File: config.mk
export PLATFORM = sky130hd
export DESIGN_NAME = random_column_permutation_top
export DESIGN_NICKNAME = d
export VERILOG_FILES = /design/src/rcp_pkg.sv /design/src/rcp_controller.sv /design/src/rcp_datapath.sv /design/src/random_column_permutation_top.sv
export SDC_FILE = /design/constraint.sdc
export NUM_CORES = 2
export LEC_CHECK = 0
export BUFFER_PORTS_ARGS = -buffer_cell sky130_fd_sc_hd__buf_2
export CELL_PAD_IN_SITES_DETAIL_PLACEMENT = 1
export CELL_PAD_IN_SITES_GLOBAL_PLACEMENT = 1
export CORE_MARGIN = 8
export CORE_UTILIZATION = 30
export DETAILED_ROUTE_END_ITERATION = 10
export PLACE_DENSITY_LB_ADDON = 0.15
export RECOVER_POWER = 100
export SLEW_MARGIN = 30
export SYNTH_ARGS = -nofsm -noshare
export SYNTH_HDL_FRONTEND = slang
export SYNTH_SLANG_ARGS = --single-unit
File: constraint.sdc
create_clock -name clock -period 9.5 [get_ports clock]
set_clock_uncertainty 0.05 [all_clocks]
set_input_delay 1.9 -clock clock [delete_from_list [all_inputs] [get_ports clock]]
set_output_delay 1.9 -clock clock [all_outputs]
set_load 0.02 [all_outputs]
File: src/rcp_pkg.sv
package rcp_pkg;

   localparam int CHUNK_SIZE_DEFAULT = 32;

   localparam logic [31:0] SEED_AT_RESET = 32'd2463534242;
   localparam logic [31:0] RESEED_MUL    = 32'd2654435761;

   localparam int XS_SHIFT_A = 13;
   localparam int XS_SHIFT_B = 17;
   localparam int XS_SHIFT_C = 5;

   localparam logic CMD_RESEED  = 1'b0;
   localparam logic CMD_SHUFFLE = 1'b1;

   typedef struct packed {
      logic load;
      logic tick_inc;
      logic mix;
      logic fill_wr;
      logic k_clr;
      logic k_inc;
      logic i_init;
      logic i_dec;
      logic rng_step;
      logic div_step;
      logic rd_swap;
      logic wr_i;
      logic wr_j;
      logic emit_rd;
      logic out_load;
      logic err_load;
   } ctrl_cmd_type;

   typedef struct packed {
      logic is_shuffle;
      logic n_zero;
      logic n_one;
      logic range_err;
      logic k_last;
      logic i_one;
      logic div_last;
      logic out_free;
   } ctrl_sts_type;

   function automatic logic [31:0] xorshift32(input logic [31:0] x);
      logic [31:0] a;
      logic [31:0] b;
      a = x ^ (x << XS_SHIFT_A);
      b = a ^ (a >> XS_SHIFT_B);
      return b ^ (b << XS_SHIFT_C);
   endfunction

endpackage

File: src/rcp_controller.sv
module rcp_controller (
   input  logic                 clock,
   input  logic                 reset,
   input  logic                 req_valid,
   output logic                 req_stall,
   input  rcp_pkg::ctrl_sts_type sts,
   output rcp_pkg::ctrl_cmd_type cmd
);
   import rcp_pkg::*;

   localparam logic [3:0] S_IDLE     = 4'd0;
   localparam logic [3:0] S_DECODE   = 4'd1;
   localparam logic [3:0] S_TICK     = 4'd2;
   localparam logic [3:0] S_MIX      = 4'd3;
   localparam logic [3:0] S_FILL     = 4'd4;
   localparam logic [3:0] S_STEP     = 4'd5;
   localparam logic [3:0] S_DIV      = 4'd6;
   localparam logic [3:0] S_READ     = 4'd7;
   localparam logic [3:0] S_WR_I     = 4'd8;
   localparam logic [3:0] S_WR_J     = 4'd9;
   localparam logic [3:0] S_EMIT_RD  = 4'd10;
   localparam logic [3:0] S_EMIT_OUT = 4'd11;
   localparam logic [3:0] S_ERROR    = 4'd12;

   logic [3:0] state_ff;
   logic [3:0] state_in;

   assign req_stall = (state_ff != S_IDLE);

   always_comb begin
      state_in = state_ff;
      cmd      = '0;
      unique case (state_ff)
         S_IDLE: begin
            if (req_valid) begin
               cmd.load = 1'b1;
               state_in = S_DECODE;
            end
         end
         S_DECODE: begin
            priority if (!sts.is_shuffle) begin
               state_in = S_TICK;
            end else if (sts.n_zero) begin
               state_in = S_IDLE;
            end else if (sts.range_err) begin
               state_in = S_ERROR;
            end else begin
               state_in = S_FILL;
            end
         end
         S_TICK: begin
            cmd.tick_inc = 1'b1;
            state_in     = S_MIX;
         end
         S_MIX: begin
            cmd.mix  = 1'b1;
            state_in = S_IDLE;
         end
         S_FILL: begin
            cmd.fill_wr = 1'b1;
            if (sts.k_last) begin
               cmd.k_clr  = 1'b1;
               cmd.i_init = 1'b1;
               state_in   = sts.n_one ? S_EMIT_RD : S_STEP;
            end else begin
               cmd.k_inc = 1'b1;
            end
         end
         S_STEP: begin
            cmd.rng_step = 1'b1;
            state_in     = S_DIV;
         end
         S_DIV: begin
            cmd.div_step = 1'b1;
            if (sts.div_last) begin
               state_in = S_READ;
            end
         end
         S_READ: begin
            cmd.rd_swap = 1'b1;
            state_in    = S_WR_I;
         end
         S_WR_I: begin
            cmd.wr_i = 1'b1;
            state_in = S_WR_J;
         end
         S_WR_J: begin
            cmd.wr_j  = 1'b1;
            cmd.i_dec = 1'b1;
            state_in  = sts.i_one ? S_EMIT_RD : S_STEP;
         end
         S_EMIT_RD: begin
            cmd.emit_rd = 1'b1;
            state_in    = S_EMIT_OUT;
         end
         S_EMIT_OUT: begin
            if (sts.out_free) begin
               cmd.out_load = 1'b1;
               if (sts.k_last) begin
                  state_in = S_IDLE;
               end else begin
                  cmd.k_inc = 1'b1;
                  state_in  = S_EMIT_RD;
               end
            end
         end
         S_ERROR: begin
            if (sts.out_free) begin
               cmd.err_load = 1'b1;
               state_in     = S_IDLE;
            end
         end
         default: begin
            state_in = S_IDLE;
         end
      endcase
   end

   always_ff @(posedge clock) begin
      if (reset) begin
         state_ff <= S_IDLE;
      end else begin
         state_ff <= state_in;
      end
   end

endmodule

File: src/rcp_datapath.sv
module rcp_datapath #(
   parameter int CHUNK_SIZE = rcp_pkg::CHUNK_SIZE_DEFAULT
) (
   input  logic                  clock,
   input  logic                  reset,
   input  rcp_pkg::ctrl_cmd_type cmd,
   output rcp_pkg::ctrl_sts_type sts,
   input  logic                  req_command,
   input  logic [15:0]           req_first_column,
   input  logic [5:0]            req_count,
   input  logic                  csr_wr_en,
   input  logic [31:0]           csr_wr_data,
   output logic                  rsp_valid,
   input  logic                  rsp_stall,
   output logic [15:0]           rsp_column,
   output logic                  rsp_last,
   output logic                  rsp_range_error
);
   import rcp_pkg::*;

   localparam int IDX_W = $clog2(CHUNK_SIZE);
   localparam int CNT_W = $clog2(CHUNK_SIZE + 1);

   logic [31:0]      rng_ff;
   logic [31:0]      tick_ff;
   logic             cmd_ff;
   logic [15:0]      first_ff;
   logic [CNT_W-1:0] n_ff;
   logic [CNT_W-1:0] n_in;
   logic [IDX_W-1:0] k_ff;
   logic [IDX_W-1:0] idx_ff;
   logic [31:0]      div_ff;
   logic [CNT_W-1:0] rem_ff;
   logic [4:0]       div_cnt_ff;
   logic [CNT_W-1:0] divisor;
   logic [CNT_W:0]   rem_sh;
   logic [31:0]      rng_next;
   logic [31:0]      mix_prod;

   logic [15:0]      mem [CHUNK_SIZE];
   logic             mem_wr_en;
   logic [IDX_W-1:0] mem_wr_addr;
   logic [15:0]      mem_wr_data;
   logic [IDX_W-1:0] rd_a_addr;
   logic [IDX_W-1:0] j_addr;
   logic [15:0]      rd_a_ff;
   logic [15:0]      rd_b_ff;

   logic             rsp_valid_ff;
   logic [15:0]      rsp_column_ff;
   logic             rsp_last_ff;
   logic             rsp_err_ff;

   assign n_in = ({1'b0, req_count} > 7'(CHUNK_SIZE)) ? CNT_W'(CHUNK_SIZE)
                                                      : CNT_W'(req_count);
   assign rng_next = xorshift32(rng_ff);
   assign mix_prod = 32'(tick_ff * RESEED_MUL);
   assign divisor  = CNT_W'(idx_ff) + CNT_W'(1);
   assign rem_sh   = {rem_ff, div_ff[31]};
   assign j_addr   = IDX_W'(rem_ff);

   assign sts.is_shuffle = (cmd_ff == CMD_SHUFFLE);
   assign sts.n_zero     = (n_ff == '0);
   assign sts.n_one      = (n_ff == CNT_W'(1));
   assign sts.range_err  = ({1'b0, first_ff} + 17'(n_ff)) > 17'h10000;
   assign sts.k_last     = (CNT_W'(k_ff) == (n_ff - CNT_W'(1)));
   assign sts.i_one      = (idx_ff == IDX_W'(1));
   assign sts.div_last   = (div_cnt_ff == 5'd31);
   assign sts.out_free   = !rsp_valid_ff || !rsp_stall;

   always_ff @(posedge clock) begin
      if (reset) begin
         rng_ff  <= SEED_AT_RESET;
         tick_ff <= '0;
      end else begin
         priority if (csr_wr_en) begin
            rng_ff <= csr_wr_data;
         end else if (cmd.mix) begin
            rng_ff <= rng_ff ^ mix_prod;
         end else if (cmd.rng_step) begin
            rng_ff <= rng_next;
         end
         if (cmd.tick_inc) begin
            tick_ff <= tick_ff + 32'd1;
         end
      end
   end

   always_ff @(posedge clock) begin
      if (cmd.load) begin
         cmd_ff   <= req_command;
         first_ff <= req_first_column;
         n_ff     <= n_in;
      end
      priority if (cmd.load || cmd.k_clr) begin
         k_ff <= '0;
      end else if (cmd.k_inc) begin
         k_ff <= k_ff + IDX_W'(1);
      end
      priority if (cmd.i_init) begin
         idx_ff <= IDX_W'(n_ff - CNT_W'(1));
      end else if (cmd.i_dec) begin
         idx_ff <= idx_ff - IDX_W'(1);
      end
      priority if (cmd.rng_step) begin
         div_ff     <= rng_next;
         rem_ff     <= '0;
         div_cnt_ff <= '0;
      end else if (cmd.div_step) begin
         div_ff     <= {div_ff[30:0], 1'b0};
         div_cnt_ff <= div_cnt_ff + 5'd1;
         if (rem_sh >= {1'b0, divisor}) begin
            rem_ff <= CNT_W'(rem_sh - {1'b0, divisor});
         end else begin
            rem_ff <= CNT_W'(rem_sh);
         end
      end
   end

   always_comb begin
      mem_wr_en   = cmd.fill_wr || cmd.wr_i || cmd.wr_j;
      mem_wr_addr = k_ff;
      mem_wr_data = first_ff + 16'(k_ff);
      priority if (cmd.wr_i) begin
         mem_wr_addr = idx_ff;
         mem_wr_data = rd_b_ff;
      end else if (cmd.wr_j) begin
         mem_wr_addr = j_addr;
         mem_wr_data = rd_a_ff;
      end else begin
         mem_wr_addr = k_ff;
      end
   end

   assign rd_a_addr = cmd.emit_rd ? k_ff : idx_ff;

   always_ff @(posedge clock) begin
      if (mem_wr_en) begin
         mem[mem_wr_addr] <= mem_wr_data;
      end
      if (cmd.rd_swap || cmd.emit_rd) begin
         rd_a_ff <= mem[rd_a_addr];
      end
      if (cmd.rd_swap) begin
         rd_b_ff <= mem[j_addr];
      end
   end

   always_ff @(posedge clock) begin
      if (reset) begin
         rsp_valid_ff <= 1'b0;
      end else if (cmd.out_load || cmd.err_load) begin
         rsp_valid_ff <= 1'b1;
      end else if (!rsp_stall) begin
         rsp_valid_ff <= 1'b0;
      end
   end

   always_ff @(posedge clock) begin
      if (cmd.out_load) begin
         rsp_column_ff <= rd_a_ff;
         rsp_last_ff   <= sts.k_last;
         rsp_err_ff    <= 1'b0;
      end else if (cmd.err_load) begin
         rsp_column_ff <= '0;
         rsp_last_ff   <= 1'b1;
         rsp_err_ff    <= 1'b1;
      end
   end

   assign rsp_valid       = rsp_valid_ff;
   assign rsp_column      = rsp_column_ff;
   assign rsp_last        = rsp_last_ff;
   assign rsp_range_error = rsp_err_ff;

endmodule

File: src/random_column_permutation_top.sv
// Random column permutation: a reseed request (command 0) steps the tick counter, mixes it
// into the generator and gives no response. A shuffle request (command 1) with n columns,
// n saturated to CHUNK_SIZE, fills the buffer and then runs n - 1 swap steps. Each swap
// step is set by the remainder unit, which retires one bit of the 32-bit generator value
// per cycle, followed by a read and two writes on the single-write permutation buffer;
// each emitted column takes a buffer read and an output register load. A zero count ends
// at decode with no response, a range error with a single error response. Requests are
// taken one at a time; the next one is accepted while the final response still waits in
// the output register. Writing the seed register loads the generator directly and must be
// done while the block is idle.
module random_column_permutation_top #(
   parameter int CHUNK_SIZE = rcp_pkg::CHUNK_SIZE_DEFAULT
) (
   input  logic        clock,
   input  logic        reset,
   input  logic        req_valid,
   output logic        req_stall,
   input  logic        req_command,
   input  logic [15:0] req_first_column,
   input  logic [5:0]  req_count,
   output logic        rsp_valid,
   input  logic        rsp_stall,
   output logic [15:0] rsp_column,
   output logic        rsp_last,
   output logic        rsp_range_error,
   input  logic        csr_wr_en,
   input  logic [31:0] csr_wr_data
);
   import rcp_pkg::*;

   ctrl_cmd_type cmd;
   ctrl_sts_type sts;

   rcp_controller u_controller (
      .clock     (clock),
      .reset     (reset),
      .req_valid (req_valid),
      .req_stall (req_stall),
      .sts       (sts),
      .cmd       (cmd)
   );

   rcp_datapath #(
      .CHUNK_SIZE (CHUNK_SIZE)
   ) u_datapath (
      .clock            (clock),
      .reset            (reset),
      .cmd              (cmd),
      .sts              (sts),
      .req_command      (req_command),
      .req_first_column (req_first_column),
      .req_count        (req_count),
      .csr_wr_en        (csr_wr_en),
      .csr_wr_data      (csr_wr_data),
      .rsp_valid        (rsp_valid),
      .rsp_stall        (rsp_stall),
      .rsp_column       (rsp_column),
      .rsp_last         (rsp_last),
      .rsp_range_error  (rsp_range_error)
   );

endmodule

# Word level (Yosys, flattened, before mapping)
# Memories as Yosys holds them, arrays and structs flattened. A register that Yosys moved wholly into a read port is not among the register bits.
# Cells that the tools add are included.
[classes] reduce_logical=16 eq_ne=22 bitwise_logic=4 n_lt_le_gt_ge=3 mux=52 n_mul=1 n_addsub=9
[ops] operator="32-bit 2-to-1 mux" n=5
[ops] operator="32-bit bitwise XOR" n=3
[ops] operator="16-bit 2-to-1 mux" n=4
[ops] operator="4-bit one-hot mux with 12 select lines" n=1
[ops] operator="4-bit 2-to-1 mux" n=11
[ops] operator="32-bit by 1-bit adder with 32-bit output (second input constant)" n=1
[ops] operator="32-bit by 32-bit multiplier with 32-bit output (second input constant)" n=1
[ops] operator="32-bit by 15-bit bitwise XOR with 32-bit output" n=1
[ops] operator="5-bit 2-to-1 mux" n=5
[ops] operator="1-bit 2-to-1 mux" n=23
[ops] operator="4-bit == test (second input constant)" n=5
[ops] operator="16-bit by 6-bit adder with 17-bit output" n=1
[ops] operator="17-bit > comparator (second input constant)" n=1
[ops] operator="16-bit by 5-bit adder with 16-bit output" n=1
[ops] operator="4-bit by 3-bit == test with 1-bit output (second input constant)" n=4
[ops] operator="5-bit by 1-bit adder with 5-bit output (second input constant)" n=2
[ops] operator="2-bit inequality test (second input constant)" n=5
[ops] operator="4-bit by 2-bit == test with 1-bit output (second input constant)" n=2
[ops] operator="7-bit by 6-bit >= comparator with 1-bit output" n=1
[ops] operator="5-bit by 1-bit adder with 6-bit output (second input constant)" n=1
[ops] operator="5-bit by 6-bit == test with 1-bit output" n=1
[ops] operator="6-bit by 1-bit == test with 1-bit output (second input constant)" n=1
[ops] operator="6-bit > comparator (second input constant)" n=1
[ops] operator="6-bit zero test" n=1
[ops] operator="17 further kinds" n=25
[word_totals] ramBits=512 word_cells=123 memories=1 output_inout_bits=20 regBits=163
[mem_list] memory="u_datapath.mem" depth=32 word_bits=16 rd=2 rd_clocked_by_memory_dff=2 wr=1 line="rcp_datapath.sv:40" text="logic [15:0] mem [CHUNK_SIZE];"

# Logic depth before layout (Yosys ltp)
[depth] word_depth=8 ltp_mapped=26

# Cells and area by module
# A second synthesis with hierarchy kept.
[unflattened] cells_unflattened=3196 area_unflattened_um2=43379.1
[by_module_without_submodules] mod="rcp_datapath" n_inst=1 cells_each=3116 area_per_inst_um2=42814.8
[by_module_without_submodules] mod="rcp_controller" n_inst=1 cells_each=80 area_per_inst_um2=564.3

# Worst setup path after synthesis
# OpenSTA, ideal clock, no wires.
[synth_path] path_type="register to register" startpoint="register u_datapath.tick_ff[6]" endpoint="register u_datapath.rng_ff[25]" t_arrival_ns=6.550 slack_ns=2.771 n_path_buf=1 period_less_slack_ns=6.729 path_stages_with_launch=27 required_time_ns=9.321 path_cell_list="dfxtp_1 -> inv_1 -> fa_1 -> inv_1 -> fa_1 -> fa_1 -> inv_1 -> fa_1 -> inv_1 -> fa_1 -> inv_1 -> fa_1 -> inv_1 -> fa_1 -> inv_1 -> fa_1 -> inv_1 -> ha_1 -> clkbuf_1 -> nand2_1 -> nand2_1 -> a211oi_1 -> a21oi_1 -> a221oi_1 -> nor2_1 -> o31ai_1 -> a31oi_1"
[synth_between] elab_chain_cells=4
[synth_rtl] item="start: declaration" line="rcp_datapath.sv:25" text="logic [31:0] tick_ff;"
[synth_rtl] item="start signal: assignment" line="rcp_datapath.sv:84" text="tick_ff <= tick_ff + 32'd1;"
[synth_rtl] item="32-bit by 32-bit multiplier with 32-bit output" line="rcp_datapath.sv:57" text="assign mix_prod = 32'(tick_ff * RESEED_MUL);"
[synth_rtl] item="32-bit bitwise XOR" line="rcp_datapath.sv:79" text="rng_ff <= rng_ff ^ mix_prod;"
[synth_rtl] item="32-bit 2-to-1 mux" line="rcp_datapath.sv:78" text="end else if (cmd.mix) begin"
[synth_rtl] item="32-bit 2-to-1 mux" line="rcp_datapath.sv:76" text="priority if (csr_wr_en) begin"
[synth_rtl] item="end signal: assignment" line="rcp_datapath.sv:77" text="rng_ff <= csr_wr_data;"
[synth_rtl] item="end signal: assignment" line="rcp_datapath.sv:79"
[synth_rtl] item="end signal: assignment" line="rcp_datapath.sv:81" text="rng_ff <= rng_next;"
[synth_rtl] item="end: declaration" line="rcp_datapath.sv:24" text="logic [31:0] rng_ff;"
# No other way between the ends.
# A chain may end at the register's enable or synchronous reset.

# Final worst setup path
[layout_path] startpoint="register u_controller.state_ff[1]" endpoint="register u_datapath.rd_a_ff[10] (read register of u_datapath.mem), data pin"
[layout_between] elab_chain_cells=3 word_cells_on_any_way=6 classes_between="eq/ne (2); mux (3); reduce/logical (1)"
[layout_rtl] item="start: declaration" line="rcp_controller.sv:25" text="logic [3:0] state_ff;"
[layout_rtl] item="start signal: assignment" line="rcp_controller.sv:123" text="state_ff <= state_in;"
[layout_rtl] item="4-bit == test / 4-bit by 3-bit == test with 1-bit output (equally long branches)" line="rcp_controller.sv:33" text="unique case (state_ff)"
[layout_rtl] item="1-bit 2-to-1 mux" line="rcp_controller.sv:33"
[layout_rtl] item="5-bit 2-to-1 mux / 1-bit logical OR (equally long branches)" line="rcp_datapath.sv:135, rcp_datapath.sv:141"
[layout_rtl] item="end: declaration" line="rcp_datapath.sv:46" text="logic [15:0] rd_a_ff;"
# Several ways; a longest one is shown, not always the timed one.

==> results.cfg <==
[pwr]
seq_power_share_pct = 43.0
leakage_uw = 0.0180
power_switching_share_pct = 29.9
p_sw_uw = 2640
power_density_mw_per_mm2 = 181
vdd_ir_drop_max_mv = 0.149
comb_power_share_pct = 20.2
internal_power_uw = 6190
clkPwrFrac_pct = 36.8

[timing]
worstMarginPinSlew_ns = 4.06
slew_viol_final = 960
slew_headroom_pct = -171
final.setup.tns_ns = 0
max_freq_ghz = 0.133
hold_ws_ns = 0.419
rsz0062_at_grt = no
hold_violations = 0
finalSetupViolCount = 0
timing.final.crit_share_pct = 79.1
period_needed_ns = 7.52

[cts]
clock_path_buffers = 3
cts_hold_buf = 0
cts_root_buf = clkbuf_16
tritoncts = yes
cts_resized = 0
cts.sinks = 707
htreeDepth = 3
clk_latency_ns = 0.71
cts_setup_buffers = 0
path_clk_slew_ns = 0.06
cts-buffers-inserted = 87

[floorplan]
die_w_um = 397
die_h_um = 397
initial_core_util_pct = 30.2
core.rowCount = 139
io_pins = 80
fp.dieArea_mm2 = 0.157
design.core.area_mm2 = 0.144

[final_layout]
area_delta_synth_final_pct = 12.3
drive_gt1_share_pct = 16.6
fill_cells = 15200
multi_input_area_mm2 = 0.0211
regArea_mm2 = 0.0204
nNetsFinal = 3808

[synth]
synth_compound_area_share_pct = 4.71
synth_top_area_share_pct = 42.9
yosys-top-cells-area = edfxtp_1, mux4_2, fa_1
yosys_warnings = 0
syn_nets = 3722
seq_area_frac_synth_pct = 46.9
yosys.area_share.simple_pct = 7.11
synth_common_cells = edfxtp_1, inv_1, mux4_2, nand2_1, ha_1
synth-edff-count = 621
synth.most_common_cell = edfxtp_1
synth_top_area_cell = edfxtp_1
synth_xor_area_share_pct = 4.33
synth_cell_types = 74
synthFlopType = edfxtp_1
synth_area_mm2 = 0.0435
synth_mux_area_share_pct = 16.1
synthArstFlopShare_pct = 0
netlist_instances = 3234
synthAdderAreaFrac_pct = 15.9
synth_top_family_by_area = multiplexers
synth.avg_cell_area_um2 = 13.4
synth_seq_cells = 707

[setup_path]
end_kind = register
cp.required_ns = 9.84
r2r_end = u_datapath.rd_a_ff[10]$_DFFE_PP_
r2r_setup_slack_ns = 1.98
worstPathArrival_ns = 7.86
startpoint_type = register
cp_max_fo = 92
worstSetupPathType = register to register
crit_end = u_datapath.rd_a_ff[10]$_DFFE_PP_
startpoint = u_controller.state_ff[1]$_SDFFE_PP0P_
r2r_start = u_controller.state_ff[1]$_SDFFE_PP0P_
ff2ff_path_depth = 11

[drt]
first_iter_violations = 1895
vias = 26800
dr.pass1.iters = 5
vias_per_cell = 5.07
antenna_left = 0
drc = 0
wl_per_cell_um = 26.5
wl_um = 140000

[placement]
globalplace.congestion = 0.814
io_buffers = 79
post-dp-hpwl_um = 93400

[min_path]
hold_class = register to register

[grt]
grt_pass1_vias = 29100
grt_pass1_wl_um = 206000
grt_max_degree = 98
grt_util_all_layers_pct = 17.7
grt_overflow_total = 0
antenna_found_initial = 1

[job]
maxCapViolCount = 40

[run_status]
violations = max-capacitance violations, max-slew violations
outcome = finished with violations
==> worst min-delay path by stage <==
stage | startpoint | end | slack [ns] | depth (start not counted)
2_1_floorplan | u_datapath.rem_ff[5]$_SDFFE_PP0P_ | u_datapath.rem_ff[5]$_SDFFE_PP0P_ | 0.38 | 2
3_3_place_gp | u_datapath.rem_ff[5]$_SDFFE_PP0P_ | u_datapath.rem_ff[5]$_SDFFE_PP0P_ | 0.39 | 2
3_5_place_dp | u_datapath.div_cnt_ff[4]$_SDFFE_PP0P_ | u_datapath.div_cnt_ff[4]$_SDFFE_PP0P_ | 0.41 | 2
4_1_cts | u_datapath.div_cnt_ff[4]$_SDFFE_PP0P_ | u_datapath.div_cnt_ff[4]$_SDFFE_PP0P_ | 0.42 | 2
5_1_grt | u_datapath.rem_ff[5]$_SDFFE_PP0P_ | u_datapath.rem_ff[5]$_SDFFE_PP0P_ | 0.47 | 2
6_report | u_datapath.rem_ff[5]$_SDFFE_PP0P_ | u_datapath.rem_ff[5]$_SDFFE_PP0P_ | 0.42 | 2
==> cell usage in the layout (no fill, tap or decap), drive strengths merged, types with 13 or more instances in the layout <==
| cell type | n |
|---|---|
| mux2 | 21 |
| dfxtp | 86 |
| mux4 | 288 |
| a211oi | 21 |
| ha | 221 |
| and2 | 22 |
| nand3 | 109 |
| o21ai | 101 |
| a21oi | 83 |
| a31oi | 17 |
| and3 | 16 |
| a21o | 18 |
| nor2 | 163 |
| edfxtp | 621 |
| clkbuf | 179 |
| fa | 207 |
| nor2b | 21 |
| xnor2 | 140 |
| nand4 | 14 |
| nand2 | 288 |
| nor3 | 13 |
| xor2 | 67 |
| inv | 381 |
| mux2i | 27 |
| clkinv | 44 |
| buf | 84 |
==> power by group through the flow <==
stage | clock, uW | combinational, uW | sequential [uW]
CTS | 3350 | 1830 | 3780
floorplan | 0 | 1190 | 3780
finish | 3250 | 1780 | 3790
global route | 3460 | 1950 | 3800
detailed placement | 0 | 1830 | 3840
global placement | 0 | 1820 | 3840
==> logic make-up (layout without fill, tap and decap cells) <==
group                    count (synthesis)  after routing
flip-flops                             707            707
multiplexers                           336            336
buffers and inverters                  536            694
AND/OR/NAND/NOR                        690            690
adder cells (fa/ha/maj)                428            428
XOR/XNOR                               210            210
other                                    0              2
AO/OA/AOI/OAI                          327            327
==> layer usage <==
metal  vias to the layer above  part of all wire [%]  track usage, %  routed length [um]
met1                     14300                    46            24.6               64700
met2                       518                    48            29.2               66700
met5                         -                     0               0                   0
met3                       154                   4.0            2.72                5660
met4                         0                   2.3            3.89                3250
li1                      11900                     -               -                   -
==> state kept, by name, indices dropped and copies added (netlist names), 16 cells and up <==
register               count
u_datapath.div_ff         32
u_datapath.first_ff       16
u_datapath.mem           512
u_datapath.rd_a_ff        16
u_datapath.rd_b_ff        16
u_datapath.rng_ff         32
u_datapath.rsp_column     16
u_datapath.tick_ff        32
==> area by class of cell <==
cell class              count  share of cell area [%]
multi-input cells        1991                    43.1
inverters                 380                    2.92
clock inverters            51                    1.03
repair buffers            153                    1.64
clock buffers             110                    4.66
flip-flops and latches    707                    41.7
well taps                1903                    4.88
diodes                      2                  0.0103
==> metrics by stage <==
| step | power, uW | setup WS [ns] | std cells | instance area, um^2 | utilization, % |
|---|---|---|---|---|---|
| 2_1_floorplan | 4970 | 2.77 | 3234 | 43500 | - |
| 3_3_place_gp | 5660 | 1.97 | 5133 | 46400 | 32.3 |
| 3_5_place_dp | 5670 | 1.99 | 5133 | 46400 | 32.3 |
| 4_1_cts | 8960 | 2.02 | 5294 | 49200 | 34.2 |
| 5_1_grt | 9220 | 1.34 | 5295 | 48800 | 34.0 |
| 6_report | 8820 | 1.98 | 5297 | 48800 | 34.0 |
==> critical path: stages, from the launching register on <==
cell	delay (ns)
dfxtp_1	0.30
clkbuf_1	0.65
nor2b_1	0.58
nand2_1	0.58
mux2i_4	0.29
clkbuf_2	2.61
buf_4	0.98
mux4_2	0.59
nand2_1	0.08
nand3_1	0.08
nand3_1	0.12
o21ai_0	0.13
Power figures use the tool's default switching activity.
